==> src/hw/rtl/ccdh_pkg.sv <==
// ----------------------------------------------------------------------------
// ccdh_pkg
// Shared types and constants for the debounced hysteresis cooler controller.
// ----------------------------------------------------------------------------
`default_nettype none

package ccdh_pkg;

    localparam int VAL_W   = 10;   // heat index / humidity, tenths
    localparam int DEB_W   = 4;
    localparam int CNT_W   = 5;
    localparam int MS_W    = 32;   // timestamp and interval fields
    localparam int CFG_IDX_W = 3;

    localparam logic [CNT_W-1:0] COUNT_MAX = 5'd31;

    // register indexes on the config port
    localparam logic [CFG_IDX_W-1:0] CFG_ON_INDEX    = 3'd0;
    localparam logic [CFG_IDX_W-1:0] CFG_OFF_INDEX   = 3'd1;
    localparam logic [CFG_IDX_W-1:0] CFG_HUMID_ON    = 3'd2;
    localparam logic [CFG_IDX_W-1:0] CFG_HUMID_OFF   = 3'd3;
    localparam logic [CFG_IDX_W-1:0] CFG_DEBOUNCE    = 3'd4;
    localparam logic [CFG_IDX_W-1:0] CFG_REPEAT_INTV = 3'd5;

    // reset values of the config registers
    localparam logic [VAL_W-1:0] RST_ON_INDEX    = 10'd272;
    localparam logic [VAL_W-1:0] RST_OFF_INDEX   = 10'd268;
    localparam logic [VAL_W-1:0] RST_HUMID_ON    = 10'd330;
    localparam logic [VAL_W-1:0] RST_HUMID_OFF   = 10'd300;
    localparam logic [DEB_W-1:0] RST_DEBOUNCE    = 4'd6;
    localparam logic [MS_W-1:0]  RST_REPEAT_INTV = 32'd600000;

    typedef enum logic [3:0] {
        MODE_OFF      = 4'd0,
        MODE_CONF_ON  = 4'd1,
        MODE_ON       = 4'd2,
        MODE_CONF_OFF = 4'd3,
        MODE_DISABLING = 4'd4,
        MODE_CONF_DIS = 4'd5,
        MODE_DISABLED = 4'd6,
        MODE_CONF_EN  = 4'd7,
        MODE_FAULT    = 4'd8
    } mode_t;

    typedef struct packed {
        logic [VAL_W-1:0] on_index_limit;
        logic [VAL_W-1:0] off_index_limit;
        logic [VAL_W-1:0] humid_on_floor;
        logic [VAL_W-1:0] humid_off_floor;
        logic [DEB_W-1:0] debounce_limit;
        logic [MS_W-1:0]  repeat_interval_ms;
    } cfg_t;

    typedef struct packed {
        logic [MS_W-1:0]  now_ms;
        logic             enable_switch;
        logic             sensor_error;
        logic [VAL_W-1:0] humidity;
        logic [VAL_W-1:0] heat_index;
    } item_t;

    typedef struct packed {
        logic  fault_cmd;
        logic  repeat_cmd;
        logic  power_toggle_cmd;
        logic  cool_stop_cmd;
        logic  cool_start_cmd;
        mode_t mode_code;
    } result_t;

endpackage : ccdh_pkg

`default_nettype wire

==> src/hw/rtl/ccdh_cfg_regs.sv <==
// ----------------------------------------------------------------------------
// ccdh_cfg_regs
// Configuration register file: thresholds, debounce limit, repeat interval.
// ----------------------------------------------------------------------------
`default_nettype none

module ccdh_cfg_regs (
    input  wire logic                            aclk,
    input  wire logic                            aresetn,
    input  wire logic                            cfg_wr_en,
    input  wire logic [ccdh_pkg::CFG_IDX_W-1:0]  cfg_index,
    input  wire logic [ccdh_pkg::MS_W-1:0]       cfg_wdata,
    output ccdh_pkg::cfg_t                       cfg
);

    ccdh_pkg::cfg_t cfg_reg;

    always_ff @(posedge aclk) begin
        if (!aresetn) begin
            cfg_reg.on_index_limit     <= ccdh_pkg::RST_ON_INDEX;
            cfg_reg.off_index_limit    <= ccdh_pkg::RST_OFF_INDEX;
            cfg_reg.humid_on_floor     <= ccdh_pkg::RST_HUMID_ON;
            cfg_reg.humid_off_floor    <= ccdh_pkg::RST_HUMID_OFF;
            cfg_reg.debounce_limit     <= ccdh_pkg::RST_DEBOUNCE;
            cfg_reg.repeat_interval_ms <= ccdh_pkg::RST_REPEAT_INTV;
        end else if (cfg_wr_en) begin
            unique case (cfg_index)
                ccdh_pkg::CFG_ON_INDEX:
                    cfg_reg.on_index_limit <= cfg_wdata[ccdh_pkg::VAL_W-1:0];
                ccdh_pkg::CFG_OFF_INDEX:
                    cfg_reg.off_index_limit <= cfg_wdata[ccdh_pkg::VAL_W-1:0];
                ccdh_pkg::CFG_HUMID_ON:
                    cfg_reg.humid_on_floor <= cfg_wdata[ccdh_pkg::VAL_W-1:0];
                ccdh_pkg::CFG_HUMID_OFF:
                    cfg_reg.humid_off_floor <= cfg_wdata[ccdh_pkg::VAL_W-1:0];
                ccdh_pkg::CFG_DEBOUNCE:
                    cfg_reg.debounce_limit <= cfg_wdata[ccdh_pkg::DEB_W-1:0];
                ccdh_pkg::CFG_REPEAT_INTV:
                    cfg_reg.repeat_interval_ms <= cfg_wdata;
                default: ;  // unmapped index, dropped
            endcase
        end
    end

    assign cfg = cfg_reg;

endmodule : ccdh_cfg_regs

`default_nettype wire

==> src/hw/rtl/ccdh_ctrl.sv <==
// ----------------------------------------------------------------------------
// ccdh_ctrl
// Nine-state cooler controller: state, debounce counter and repeat timer.
// ----------------------------------------------------------------------------
`default_nettype none

module ccdh_ctrl #(
    parameter int TIME_WIDTH = 32
) (
    input  wire logic            aclk,
    input  wire logic            aresetn,
    input  wire logic            step_en,
    input  wire ccdh_pkg::item_t item,
    input  wire ccdh_pkg::cfg_t  cfg,
    output ccdh_pkg::result_t    result
);

    localparam int WIDE_W = 64;

    ccdh_pkg::mode_t mode_reg, mode_next, mode_eff;
    logic [ccdh_pkg::CNT_W-1:0] count_reg, count_next, count_inc;
    logic [TIME_WIDTH-1:0] last_reg, last_next, now_t, elapsed;
    logic [WIDE_W-1:0] now_wide, elapsed_wide, intv_wide;
    logic on_cond, off_cond, repeat_due, count_done, err, en;

    assign err = item.sensor_error;
    assign en  = item.enable_switch;

    assign on_cond = (item.heat_index > cfg.on_index_limit) &&
                     (item.humidity > cfg.humid_on_floor);
    assign off_cond = (item.heat_index < cfg.off_index_limit) ||
                      (item.humidity < cfg.humid_off_floor);

    // wrapping time difference at TIME_WIDTH bits
    assign now_wide     = {{(WIDE_W-ccdh_pkg::MS_W){1'b0}}, item.now_ms};
    assign now_t        = now_wide[TIME_WIDTH-1:0];
    assign elapsed      = now_t - last_reg;
    assign elapsed_wide = WIDE_W'(elapsed);
    assign intv_wide    = {{(WIDE_W-ccdh_pkg::MS_W){1'b0}}, cfg.repeat_interval_ms};
    assign repeat_due   = elapsed_wide >= intv_wide;

    assign count_inc  = (count_reg == ccdh_pkg::COUNT_MAX) ? count_reg
                                                           : count_reg + 1'b1;
    assign count_done = count_inc > {1'b0, cfg.debounce_limit};

    // a sensor error overrides every mode but disabling and disabled
    always_comb begin
        mode_eff = mode_reg;
        if (err && mode_reg != ccdh_pkg::MODE_DISABLED &&
            mode_reg != ccdh_pkg::MODE_DISABLING) begin
            mode_eff = ccdh_pkg::MODE_FAULT;
        end
    end

    // next state
    always_comb begin
        mode_next  = mode_eff;
        count_next = count_reg;
        last_next  = last_reg;
        unique case (mode_eff)
            ccdh_pkg::MODE_OFF, ccdh_pkg::MODE_ON: begin
                if (!en) begin
                    mode_next = ccdh_pkg::MODE_DISABLING;
                end else if ((mode_eff == ccdh_pkg::MODE_OFF) ? on_cond : off_cond) begin
                    mode_next  = (mode_eff == ccdh_pkg::MODE_OFF) ? ccdh_pkg::MODE_CONF_ON
                                                                  : ccdh_pkg::MODE_CONF_OFF;
                    count_next = '0;
                end else if (repeat_due) begin
                    last_next = now_t;
                end
            end
            ccdh_pkg::MODE_CONF_ON, ccdh_pkg::MODE_CONF_OFF: begin
                if (!en) begin
                    mode_next = ccdh_pkg::MODE_DISABLING;
                end else if ((mode_eff == ccdh_pkg::MODE_CONF_ON) ? on_cond : off_cond) begin
                    count_next = count_inc;
                    if (count_done) begin
                        mode_next = (mode_eff == ccdh_pkg::MODE_CONF_ON) ? ccdh_pkg::MODE_ON
                                                                         : ccdh_pkg::MODE_OFF;
                        last_next = now_t;
                    end
                end else begin
                    count_next = '0;
                    mode_next  = (mode_eff == ccdh_pkg::MODE_CONF_ON) ? ccdh_pkg::MODE_OFF
                                                                      : ccdh_pkg::MODE_ON;
                end
            end
            ccdh_pkg::MODE_DISABLING: begin
                count_next = '0;
                mode_next  = ccdh_pkg::MODE_CONF_DIS;
            end
            ccdh_pkg::MODE_CONF_DIS: begin
                if (!en) begin
                    count_next = count_inc;
                    if (count_done) begin
                        mode_next = ccdh_pkg::MODE_DISABLED;
                    end
                end else begin
                    count_next = '0;
                    mode_next  = ccdh_pkg::MODE_OFF;
                end
            end
            ccdh_pkg::MODE_DISABLED: begin
                if (en) begin
                    mode_next  = ccdh_pkg::MODE_CONF_EN;
                    count_next = '0;
                end
            end
            ccdh_pkg::MODE_CONF_EN: begin
                if (en) begin
                    count_next = count_inc;
                    if (count_done) begin
                        mode_next = ccdh_pkg::MODE_OFF;
                    end
                end else begin
                    count_next = '0;
                    mode_next  = ccdh_pkg::MODE_DISABLED;
                end
            end
            ccdh_pkg::MODE_FAULT: begin
                if (!err) begin
                    mode_next = ccdh_pkg::MODE_OFF;
                end
            end
            default: begin
                mode_next = ccdh_pkg::MODE_OFF;
            end
        endcase
    end

    // command outputs
    always_comb begin
        result.mode_code        = mode_next;
        result.cool_start_cmd   = 1'b0;
        result.cool_stop_cmd    = 1'b0;
        result.power_toggle_cmd = 1'b0;
        result.repeat_cmd       = 1'b0;
        result.fault_cmd        = 1'b0;
        unique case (mode_eff)
            ccdh_pkg::MODE_OFF: begin
                result.repeat_cmd = en && !on_cond && repeat_due;
            end
            ccdh_pkg::MODE_ON: begin
                result.repeat_cmd = en && !off_cond && repeat_due;
            end
            ccdh_pkg::MODE_CONF_ON: begin
                result.cool_start_cmd = en && on_cond && count_done;
            end
            ccdh_pkg::MODE_CONF_OFF: begin
                result.cool_stop_cmd = en && off_cond && count_done;
            end
            ccdh_pkg::MODE_CONF_DIS: begin
                result.cool_stop_cmd    = !en && count_done;
                result.power_toggle_cmd = !en && count_done;
            end
            ccdh_pkg::MODE_CONF_EN: begin
                result.power_toggle_cmd = en && count_done;
            end
            ccdh_pkg::MODE_FAULT: begin
                result.fault_cmd = 1'b1;
            end
            default: ;
        endcase
    end

    always_ff @(posedge aclk) begin
        if (!aresetn) begin
            mode_reg  <= ccdh_pkg::MODE_OFF;
            count_reg <= '0;
            last_reg  <= '0;
        end else if (step_en) begin
            mode_reg  <= mode_next;
            count_reg <= count_next;
            last_reg  <= last_next;
        end
    end

endmodule : ccdh_ctrl

`default_nettype wire

==> src/hw/rtl/cooler_debounced_hysteresis_fsm.sv <==
// ----------------------------------------------------------------------------
// cooler_debounced_hysteresis_fsm
// Debounced hysteresis cooler controller, one result per evaluation sample.
// ----------------------------------------------------------------------------
// Usage:
//   Samples enter on the s_ stream; each sample gives exactly one result on
//   the m_ stream carrying the new mode and the key commands to issue.
//   Thresholds, debounce limit and repeat interval are set through the plain
//   write port (cfg_wr_en/cfg_index/cfg_wdata) while no sample is in flight.
//   A sample passes two register stages: the input register, then the result
//   register. One sample per cycle while m_ does not stall; the controller
//   state updates as a sample moves from the input to the result register.
//   When the receiver stalls, the result register holds and the input
//   register still takes one more sample; s_tready drops only once both are
//   full.
//   Reset (aresetn low, synchronous) empties both stages, puts the controller
//   in the off state with counter and repeat timestamp at zero, and restores
//   the default configuration.
// ----------------------------------------------------------------------------
`default_nettype none

module cooler_debounced_hysteresis_fsm #(
    parameter int TIME_WIDTH = 32
) (
    input  wire logic                           aclk,
    input  wire logic                           aresetn,
    // heat_index[9:0], humidity[19:10], enable_switch[20], now_ms[52:21]
    input  wire logic [55:0]                    s_tdata,
    // sensor_error[0]
    input  wire logic                           s_tuser,
    input  wire logic                           s_tvalid,
    output logic                                s_tready,
    // mode_code[3:0], cool_start_cmd[4], cool_stop_cmd[5],
    // power_toggle_cmd[6], repeat_cmd[7], fault_cmd[8]
    output logic [15:0]                         m_tdata,
    output logic                                m_tvalid,
    input  wire logic                           m_tready,
    input  wire logic                           cfg_wr_en,
    input  wire logic [ccdh_pkg::CFG_IDX_W-1:0] cfg_index,
    input  wire logic [ccdh_pkg::MS_W-1:0]      cfg_wdata
);

    ccdh_pkg::cfg_t    cfg;
    ccdh_pkg::item_t   in_item_reg;
    ccdh_pkg::result_t step_result, out_result_reg;
    logic in_valid_reg, out_valid_reg, step_en, in_xfer;

    ccdh_cfg_regs u_cfg (
        .aclk      (aclk),
        .aresetn   (aresetn),
        .cfg_wr_en (cfg_wr_en),
        .cfg_index (cfg_index),
        .cfg_wdata (cfg_wdata),
        .cfg       (cfg)
    );

    // step fires when the input stage holds a sample and the result slot frees
    assign step_en  = in_valid_reg && (!out_valid_reg || m_tready);
    assign s_tready = !in_valid_reg || step_en;
    assign in_xfer  = s_tvalid && s_tready;

    always_ff @(posedge aclk) begin
        if (!aresetn) begin
            in_valid_reg <= 1'b0;
        end else if (in_xfer) begin
            in_valid_reg <= 1'b1;
        end else if (step_en) begin
            in_valid_reg <= 1'b0;
        end
    end

    always_ff @(posedge aclk) begin
        if (in_xfer) begin
            in_item_reg.heat_index    <= s_tdata[9:0];
            in_item_reg.humidity      <= s_tdata[19:10];
            in_item_reg.enable_switch <= s_tdata[20];
            in_item_reg.now_ms        <= s_tdata[52:21];
            in_item_reg.sensor_error  <= s_tuser;
        end
    end

    ccdh_ctrl #(
        .TIME_WIDTH (TIME_WIDTH)
    ) u_ctrl (
        .aclk    (aclk),
        .aresetn (aresetn),
        .step_en (step_en),
        .item    (in_item_reg),
        .cfg     (cfg),
        .result  (step_result)
    );

    always_ff @(posedge aclk) begin
        if (!aresetn) begin
            out_valid_reg <= 1'b0;
        end else if (step_en) begin
            out_valid_reg <= 1'b1;
        end else if (m_tready) begin
            out_valid_reg <= 1'b0;
        end
    end

    always_ff @(posedge aclk) begin
        if (step_en) begin
            out_result_reg <= step_result;
        end
    end

    assign m_tvalid = out_valid_reg;
    assign m_tdata  = {7'd0,
                       out_result_reg.fault_cmd,
                       out_result_reg.repeat_cmd,
                       out_result_reg.power_toggle_cmd,
                       out_result_reg.cool_stop_cmd,
                       out_result_reg.cool_start_cmd,
                       out_result_reg.mode_code};

endmodule : cooler_debounced_hysteresis_fsm

`default_nettype wire

==> config.mk <==
export PLATFORM = sky130hd
export DESIGN_NAME = cooler_debounced_hysteresis_fsm
export DESIGN_NICKNAME = d
export VERILOG_FILES = /design/src/hw/rtl/ccdh_pkg.sv /design/src/hw/rtl/ccdh_cfg_regs.sv /design/src/hw/rtl/ccdh_ctrl.sv /design/src/hw/rtl/cooler_debounced_hysteresis_fsm.sv
export SDC_FILE = /design/constraint.sdc
export NUM_CORES = 1
export LEC_CHECK = 0
export ABC_AREA = 0
export BUFFER_PORTS_ARGS = -buffer_cell sky130_fd_sc_hd__buf_2
export CORE_MARGIN = 3
export CORE_UTILIZATION = 55
export DETAILED_ROUTE_END_ITERATION = 8
export PLACE_DENSITY = 0.75
export SLEW_MARGIN = 40
export SYNTH_ARGS = -nofsm -noshare
export SYNTH_HDL_FRONTEND = slang
export SYNTH_HIERARCHICAL = 1
export SYNTH_SLANG_ARGS = --single-unit
==> constraint.sdc <==
create_clock -name aclk -period 7.2 [get_ports aclk]
set_input_delay 0.36 -clock aclk [delete_from_list [all_inputs] [get_ports aclk]]
set_output_delay 0.36 -clock aclk [all_outputs]
set_load 0.05 [all_outputs]
==> flow_summary.toml, run 1 <==
[grt]
vias_in_the_first_global_route = 7828
global_route_wire_length_before_repair_mm = 37.4
grt_remaining_overflow = 0
antenna_found_initial = 0
grt_usage_pct = 21.4
maximum_number_of_pins_on_one_net_before_global_route_repair = 110

[timing]
finalMaxSlewViolations = 0
final.hold.worst_slack_ns = 0.0874
slew-limit-headroom_pct = 44.6
worst_clock_skew_ns = 0.0126
unrepaired_setup_endpoints_after_global_routing = "false"
setup-tns-final_ns = 0
hold_violations = 0
post-route-period-util_pct = 78.1
timing.fmax_mhz = 178
setup_violations = 0
min_period_ns = 5.62
post-route-worst-setup-slack_ns = 1.58
worstMarginPinSlew_ns = 0.827

[critical_path]
worstRegToRegCells = 21
crit_path_max_fanout = 32
timing.setup.critical_path_class = "reg2reg"
crit_path_max_incr_delay_ns = 0.66
startpoint_type = "flop"
crit_path_cell_trace = "inv_1 -> ha_1 -> inv_1 -> fa_1 -> a211o_1 -> a2111oi_4 -> o31ai_1 -> a21oi_1 -> nor2_1 -> a211o_1 -> a21oi_1 -> xnor2_1 -> ha_1 -> a21o_1 -> a211oi_1 -> nor4b_1 -> o211ai_1 -> a2111oi_1 -> a211oi_4 -> buf_4 -> mux2i_1"
cp.arrival_ns = 5.97
setup.worst_path.end_class = "flop"
cp_data_required_time_ns = 7.55
critical-path-slowest-cell = "sky130_fd_sc_hd__a2111oi_1"

[clocking]
clock_sinks = 182
cts.repair_timing.setup_buffer_count = 0
total_of_cells_resized_after_clock_tree_synthesis = 0
total_cts_buffers = 17
path_clk_slew_ns = 0.08
max-clock-path-buffers = 2
h-tree-depth = 4
cts_hold_buffers = 0
clkLatencyLatePin_ns = 0.44
tritoncts_clock_tree = "done"
clock_tree.root_cell = "sky130_fd_sc_hd__clkbuf_16"

[die]
rows = 50
core_area_um2 = 18800
top_level_ports = 115
vert_die_dim_um = 145
die_area_um2 = 21100
die_x_um = 145
start_util_pct = 56.5

[run]
max-cap-violations = 0

[detailed_routing]
drt-wirelength-per-cell_um = 15.1
post-route-drc-count = 0
drt_iter0_markers = 390
drt_first_pass_iters = 5
antenna_violating_nets_post_route = 0
vias = 7978
totalWireLength_mm = 22.6
via_per_inst = 5.34

[cells_and_area]
n_antenna_cell = 0
post-route-cell-area_um2 = 11900
finalNonFillerCells = 1495
final.fill_count = 1590
nets = 1426
largest_register_ffs = 76
flow.area_growth_from_synthesis_pct = 12.1
final_util_pct = 63.4
mostFrequentLayoutCell = "sky130_fd_sc_hd__nand2_1"
final_layout_size_suffix_gt1_share_pct = 13.0
final_cell_mix = "177 x sky130_fd_sc_hd__nand2_1, 125 x sky130_fd_sc_hd__inv_1, 119 x sky130_fd_sc_hd__dfxtp_1"

[pwr]
pwr-share-comb_pct = 15.6
total_power_mw = 2.40
max-vdd-ir-drop_v = 0.000164
cellPowerDensity_nw_per_um2 = 201
share_of_total_power_in_sequential_cells_pct = 47.0
clock_power_share_pct = 37.5
swShare_pct = 28.2
internal-power_mw = 1.72
leakage_nw = 5.12
netSwitchingPower_mw = 0.676

[yosys]
synth_top_cell_by_area = "sky130_fd_sc_hd__dfxtp_1"
post_synth_num_cell_types = 71
synthTopCellsByArea = "sky130_fd_sc_hd__dfxtp_1 22%, sky130_fd_sc_hd__edfxtp_1 18%, sky130_fd_sc_hd__ha_1 12%, sky130_fd_sc_hd__mux2i_1 10%, sky130_fd_sc_hd__nand2_1 6.2%"
ys_ff_latch = 182
synth_seq_area_share_pct = 40.2
mappedNetlistArea_um2 = 10600
synthArstFlopShare_pct = 0
synth_ff_type = "sky130_fd_sc_hd__dfxtp_1"
synth_top_area_share_pct = 22.4
synth-warning-count = 6
post_synth.cell_area_avg_um2 = 9.38
synth_edf_count = 63
netlist_instances = 1135

[status]
status = "finished clean"

[hold_path]
whs_path_depth = 1
worst_min_delay_path_category = "in2reg"

[placed_design]
placed_cells = 1462
dp_worst_setup_slack_ns = 1.56
port_buffers = 104
gp_congestion = 0.876
detailed_place.area_um2 = 11400
dp_hpwl_mm = 16.2
[power groups by stage]
stage          sequential, mW  combinational [mW]  clock, mW
2_1_floorplan            1.15               0.269          0
3_3_place_gp             1.15               0.355          0
4_1_cts                  1.13               0.371      0.916
3_5_place_dp             1.15               0.366          0
6_report                 1.13               0.373      0.898
5_1_grt                  1.13               0.421      0.956
[cell type report]
| type | instances | area [um2] | area share [%] |
|---|---|---|---|
| Sequential cell | 182 | 4270 | 35.8 |
| Timing Repair Buffer | 113 | 614 | 5.15 |
| Multi-Input combinational cell | 783 | 5700 | 47.7 |
| Tap cell | 260 | 325 | 2.73 |
| Clock buffer | 20 | 447 | 3.74 |
| Inverter | 125 | 469 | 3.93 |
| Clock inverter | 12 | 110 | 0.922 |
[critical path, delay by kind of cell (launching register included)]
family,cells,cell delay [ns]
flip-flops,1,0.38
XOR/XNOR,1,0.10
buffers and inverters,3,0.45
multiplexers,1,0.27
AO/OA/AOI/OAI,11,2.90
AND/OR/NAND/NOR,2,0.63
adder cells (fa/ha/maj),3,0.77
[cells in the mapped netlist, drive strengths merged (4+ instances only)]
master and instances:
o211ai 4, nor2b 49, o21bai 8, a21oi 54
a21o 19, xnor2 17, mux2i 111, a2111oi 4
a211oi 6, nand4 16, a31oi 7, nor3 18
clkbuf 30, nand2 177, or2 5, nor4 5
and3 9, edfxtp 63, o21ai 32, nor2 26
ha 106, dfxtp 119, nand3 16, buf 21
xor2 13, a211o 7, o21a 11, nand2b 6
o31ai 7, inv 125
[logic make-up after synthesis]
| family | synth area share, % |
|---|---|
| flip-flops | 40.2 |
| XOR/XNOR | 2.47 |
| adder cells (fa/ha/maj) | 12.6 |
| multiplexers | 10.5 |
| AND/OR/NAND/NOR | 15.8 |
| AO/OA/AOI/OAI | 11.5 |
| other | 0.0352 |
| buffers and inverters | 6.78 |
[final timing paths]
path / startpoint / endpoint / slack (ns)
setup / recovery: in_item_reg[22] / u_ctrl/last_reg[15] / 1.58
hold / removal: s_tdata[16] / in_item_reg[16] / 0.09
setup reg to reg: in_item_reg[22] / u_ctrl/last_reg[15] / 1.58
hold reg to reg: u_cfg/cfg[56] / u_cfg/cfg[56] / 0.46
[per-layer routing]
layer	track usage (%)	vias to the layer above	wire, um	share of wire, %
li1	-	4097	-	-
met1	28.6	3700	10600	47
met4	5.60	0	212	0.94
met3	3.72	22	976	4.3
met2	36.2	159	10800	48
met5	0	-	0	0
Note: power is estimated with default switching activity, not from simulation.
==> run 2, diff against run 1 <==
- clock period: 7.2 -> 5.4 ns (I/O delays scaled with it)
==> run 2 against run 1 <==
  * Total power up 34%
  * Via count increased by 2.9%
  * Critical path type unchanged
  * Worst setup slack worse by 1.2 ns
  * Non-clock buffer count increased by 44
  * Clock power up 34%
  * Flip-flop and latch count unchanged
  * Highest routed layer unchanged
  * Combinational power increased by 41%
  * Largest cell class unchanged
  * Register-to-register slack got worse by 1.2 ns
  * First-iteration DRC count rose by 30%
  * Core utilization up 2.4 points
==> flow_summary.toml, run 2 (same netlist as run 1, synthesis figures left out) <==
[status]
status = "finished clean"

[cells_and_area]
final_cell_mix = "177 x sky130_fd_sc_hd__nand2_1, 125 x sky130_fd_sc_hd__inv_1, 119 x sky130_fd_sc_hd__dfxtp_1"
n_antenna_cell = 0
mostFrequentLayoutCell = "sky130_fd_sc_hd__nand2_1"
final_layout_size_suffix_gt1_share_pct = 12.8
finalNonFillerCells = 1539
flow.area_growth_from_synthesis_pct = 16.3
largest_register_ffs = 76
post-route-cell-area_um2 = 12400
nets = 1470
final_util_pct = 65.8

[timing]
hold_violations = 0
slew-limit-headroom_pct = 47.2
worstMarginPinSlew_ns = 0.788
finalMaxSlewViolations = 0
setup_violations = 0
timing.fmax_mhz = 198
min_period_ns = 5.05
worst_clock_skew_ns = 0.0122
unrepaired_setup_endpoints_after_global_routing = "false"
final.hold.worst_slack_ns = 0.0182
post-route-worst-setup-slack_ns = 0.349
setup-tns-final_ns = 0
post-route-period-util_pct = 93.5

[critical_path]
path_common_cell = "sky130_fd_sc_hd__inv_1"
setup.worst_path.end_class = "flop"
timing.setup.critical_path_class = "reg2reg"
cell_family_contributing_the_most_delay_on_the_critical_path = "compound AO/OA/AOI/OAI gates"
worstRegToRegCells = 21
worst_r2r_startpoint = "in_item_reg[22]"
cp.arrival_ns = 5.40
critical-path-slowest-cell = "sky130_fd_sc_hd__or4_1"
cp-startpoint = "in_item_reg[22]"
timing.critical_path.depth = 21
cp_data_required_time_ns = 5.75
path_buf_inv = 4
crit_path_cell_trace = "inv_1 -> ha_1 -> inv_1 -> fa_1 -> a211o_1 -> a2111oi_4 -> o31ai_1 -> a21oi_1 -> inv_1 -> a21oi_1 -> xnor2_1 -> ha_1 -> nand4_1 -> or4_1 -> o2bb2ai_1 -> nor4b_2 -> o211ai_1 -> a2111oi_2 -> a211oi_4 -> buf_12 -> mux2i_1"
startpoint_type = "flop"
r2r_slack_ns = 0.35
worstReg2RegEnd = "u_ctrl/last_reg[4]"
worstSetupEndpoint = "u_ctrl/last_reg[4]"
crit_path_max_incr_delay_ns = 0.53
crit_path_max_fanout = 32

[pwr]
max-vdd-ir-drop_v = 0.000215
total_power_mw = 3.22
cellPowerDensity_nw_per_um2 = 260
leakage_nw = 5.30

[detailed_routing]
antenna_violating_nets_post_route = 0
via_per_inst = 5.33
drt_iter0_markers = 507
drt_first_pass_iters = 7
totalWireLength_mm = 22.5
post-route-drc-count = 0
drt-wirelength-per-cell_um = 14.6
vias = 8206

[clocking]
clkLatencyLatePin_ns = 0.44
clock_sinks = 182
max-clock-path-buffers = 2
cts.repair_timing.setup_buffer_count = 0
total_cts_buffers = 17
h-tree-depth = 4
path_clk_slew_ns = 0.07
tritoncts_clock_tree = "done"
clock_tree.root_cell = "sky130_fd_sc_hd__clkbuf_16"

[die]
vert_die_dim_um = 145
rows = 50
die_area_um2 = 21100
start_util_pct = 56.5
core_area_um2 = 18800
top_level_ports = 115
die_x_um = 145

[placed_design]
dp_hpwl_mm = 16.2
dp_worst_setup_slack_ns = 0.164
detailed_place.area_um2 = 11400
gp_congestion = 0.907
port_buffers = 104
placed_cells = 1463

[grt]
antenna_found_initial = 0
global_route_wire_length_before_repair_mm = 37.3
grt_usage_pct = 21.3
vias_in_the_first_global_route = 7724
maximum_number_of_pins_on_one_net_before_global_route_repair = 88
grt_remaining_overflow = 0

[hold_path]
whs_path_depth = 1
worst_min_delay_path_category = "in2reg"

[run]
max-cap-violations = 0
## run 2: cell types whose count changed in the layout (fill, tap and decap cells not counted), sizes merged
cell	before	now
dlygate4sd3	0	44
clkbuf	20	17
clkinv	2	3
clkinvlp	2	3
inv	133	134
## run 2: worst min-delay path by stage
stage	startpoint	endpoint	slack (ns)
floorplan	s_tdata[0]	in_item_reg[0]	0.37
global placement	u_cfg/cfg[56]	u_cfg/cfg[56]	0.44
detailed placement	u_ctrl/last_reg[2]	u_ctrl/last_reg[2]	0.45
CTS	s_tdata[44]	in_item_reg[45]	0.0005
global route	s_tdata[52]	in_item_reg[53]	0.00004
finish	s_tdata[45]	in_item_reg[46]	0.02
## run 2: layout make-up
class | instances | area [um2]
Clock buffer | 17 | 425
Clock inverter | 15 | 136
Fill cell | 1552 | 6450
Inverter | 125 | 469
Sequential cell | 182 | 4270
Multi-Input combinational cell | 783 | 5710
Timing Repair Buffer | 157 | 1040
Tap cell | 260 | 325
## run 2: worst reg2reg max path, stage by stage (launching register included)
cell and delay, ns:
sky130_fd_sc_hd__edfxtp_1 0.38, sky130_fd_sc_hd__inv_1 0.07, sky130_fd_sc_hd__ha_1 0.16, sky130_fd_sc_hd__inv_1 0.06
sky130_fd_sc_hd__fa_1 0.42, sky130_fd_sc_hd__a211o_1 0.34, sky130_fd_sc_hd__a2111oi_4 0.35, sky130_fd_sc_hd__o31ai_1 0.14
sky130_fd_sc_hd__a21oi_1 0.21, sky130_fd_sc_hd__inv_1 0.07, sky130_fd_sc_hd__a21oi_1 0.19, sky130_fd_sc_hd__xnor2_1 0.09
sky130_fd_sc_hd__ha_1 0.32, sky130_fd_sc_hd__nand4_1 0.11, sky130_fd_sc_hd__or4_1 0.53, sky130_fd_sc_hd__o2bb2ai_1 0.19
sky130_fd_sc_hd__nor4b_2 0.08, sky130_fd_sc_hd__o211ai_1 0.32, sky130_fd_sc_hd__a2111oi_2 0.16, sky130_fd_sc_hd__a211oi_4 0.22
sky130_fd_sc_hd__buf_12 0.26, sky130_fd_sc_hd__mux2i_1 0.30
## run 2: per-layer routing
layer / global-route usage [%] / share of wire (%) / up-vias
met3: 3.87 / 4.2 / 19
li1: - / - / 4178
met4: 4.46 / 1.2 / 0
met2: 34.6 / 47 / 188
met5: 0 / 0 / -
met1: 29.9 / 47 / 3821
## run 2: timing repair
item | CTS | global route
resized for setup | 0 | 3
hold endpoints to repair | 43 | 1
endpoints found under the setup margin | 0 | 32
hold buffers | 43 | 1
## run 2: power breakdown
group	leakage, nW	switching [mW]	internal [mW]
Combinational	3.45	0.298	0.228
Clock	0.269	0.587	0.610
Sequential	1.58	0.0326	1.47
Total	5.30	0.918	2.31
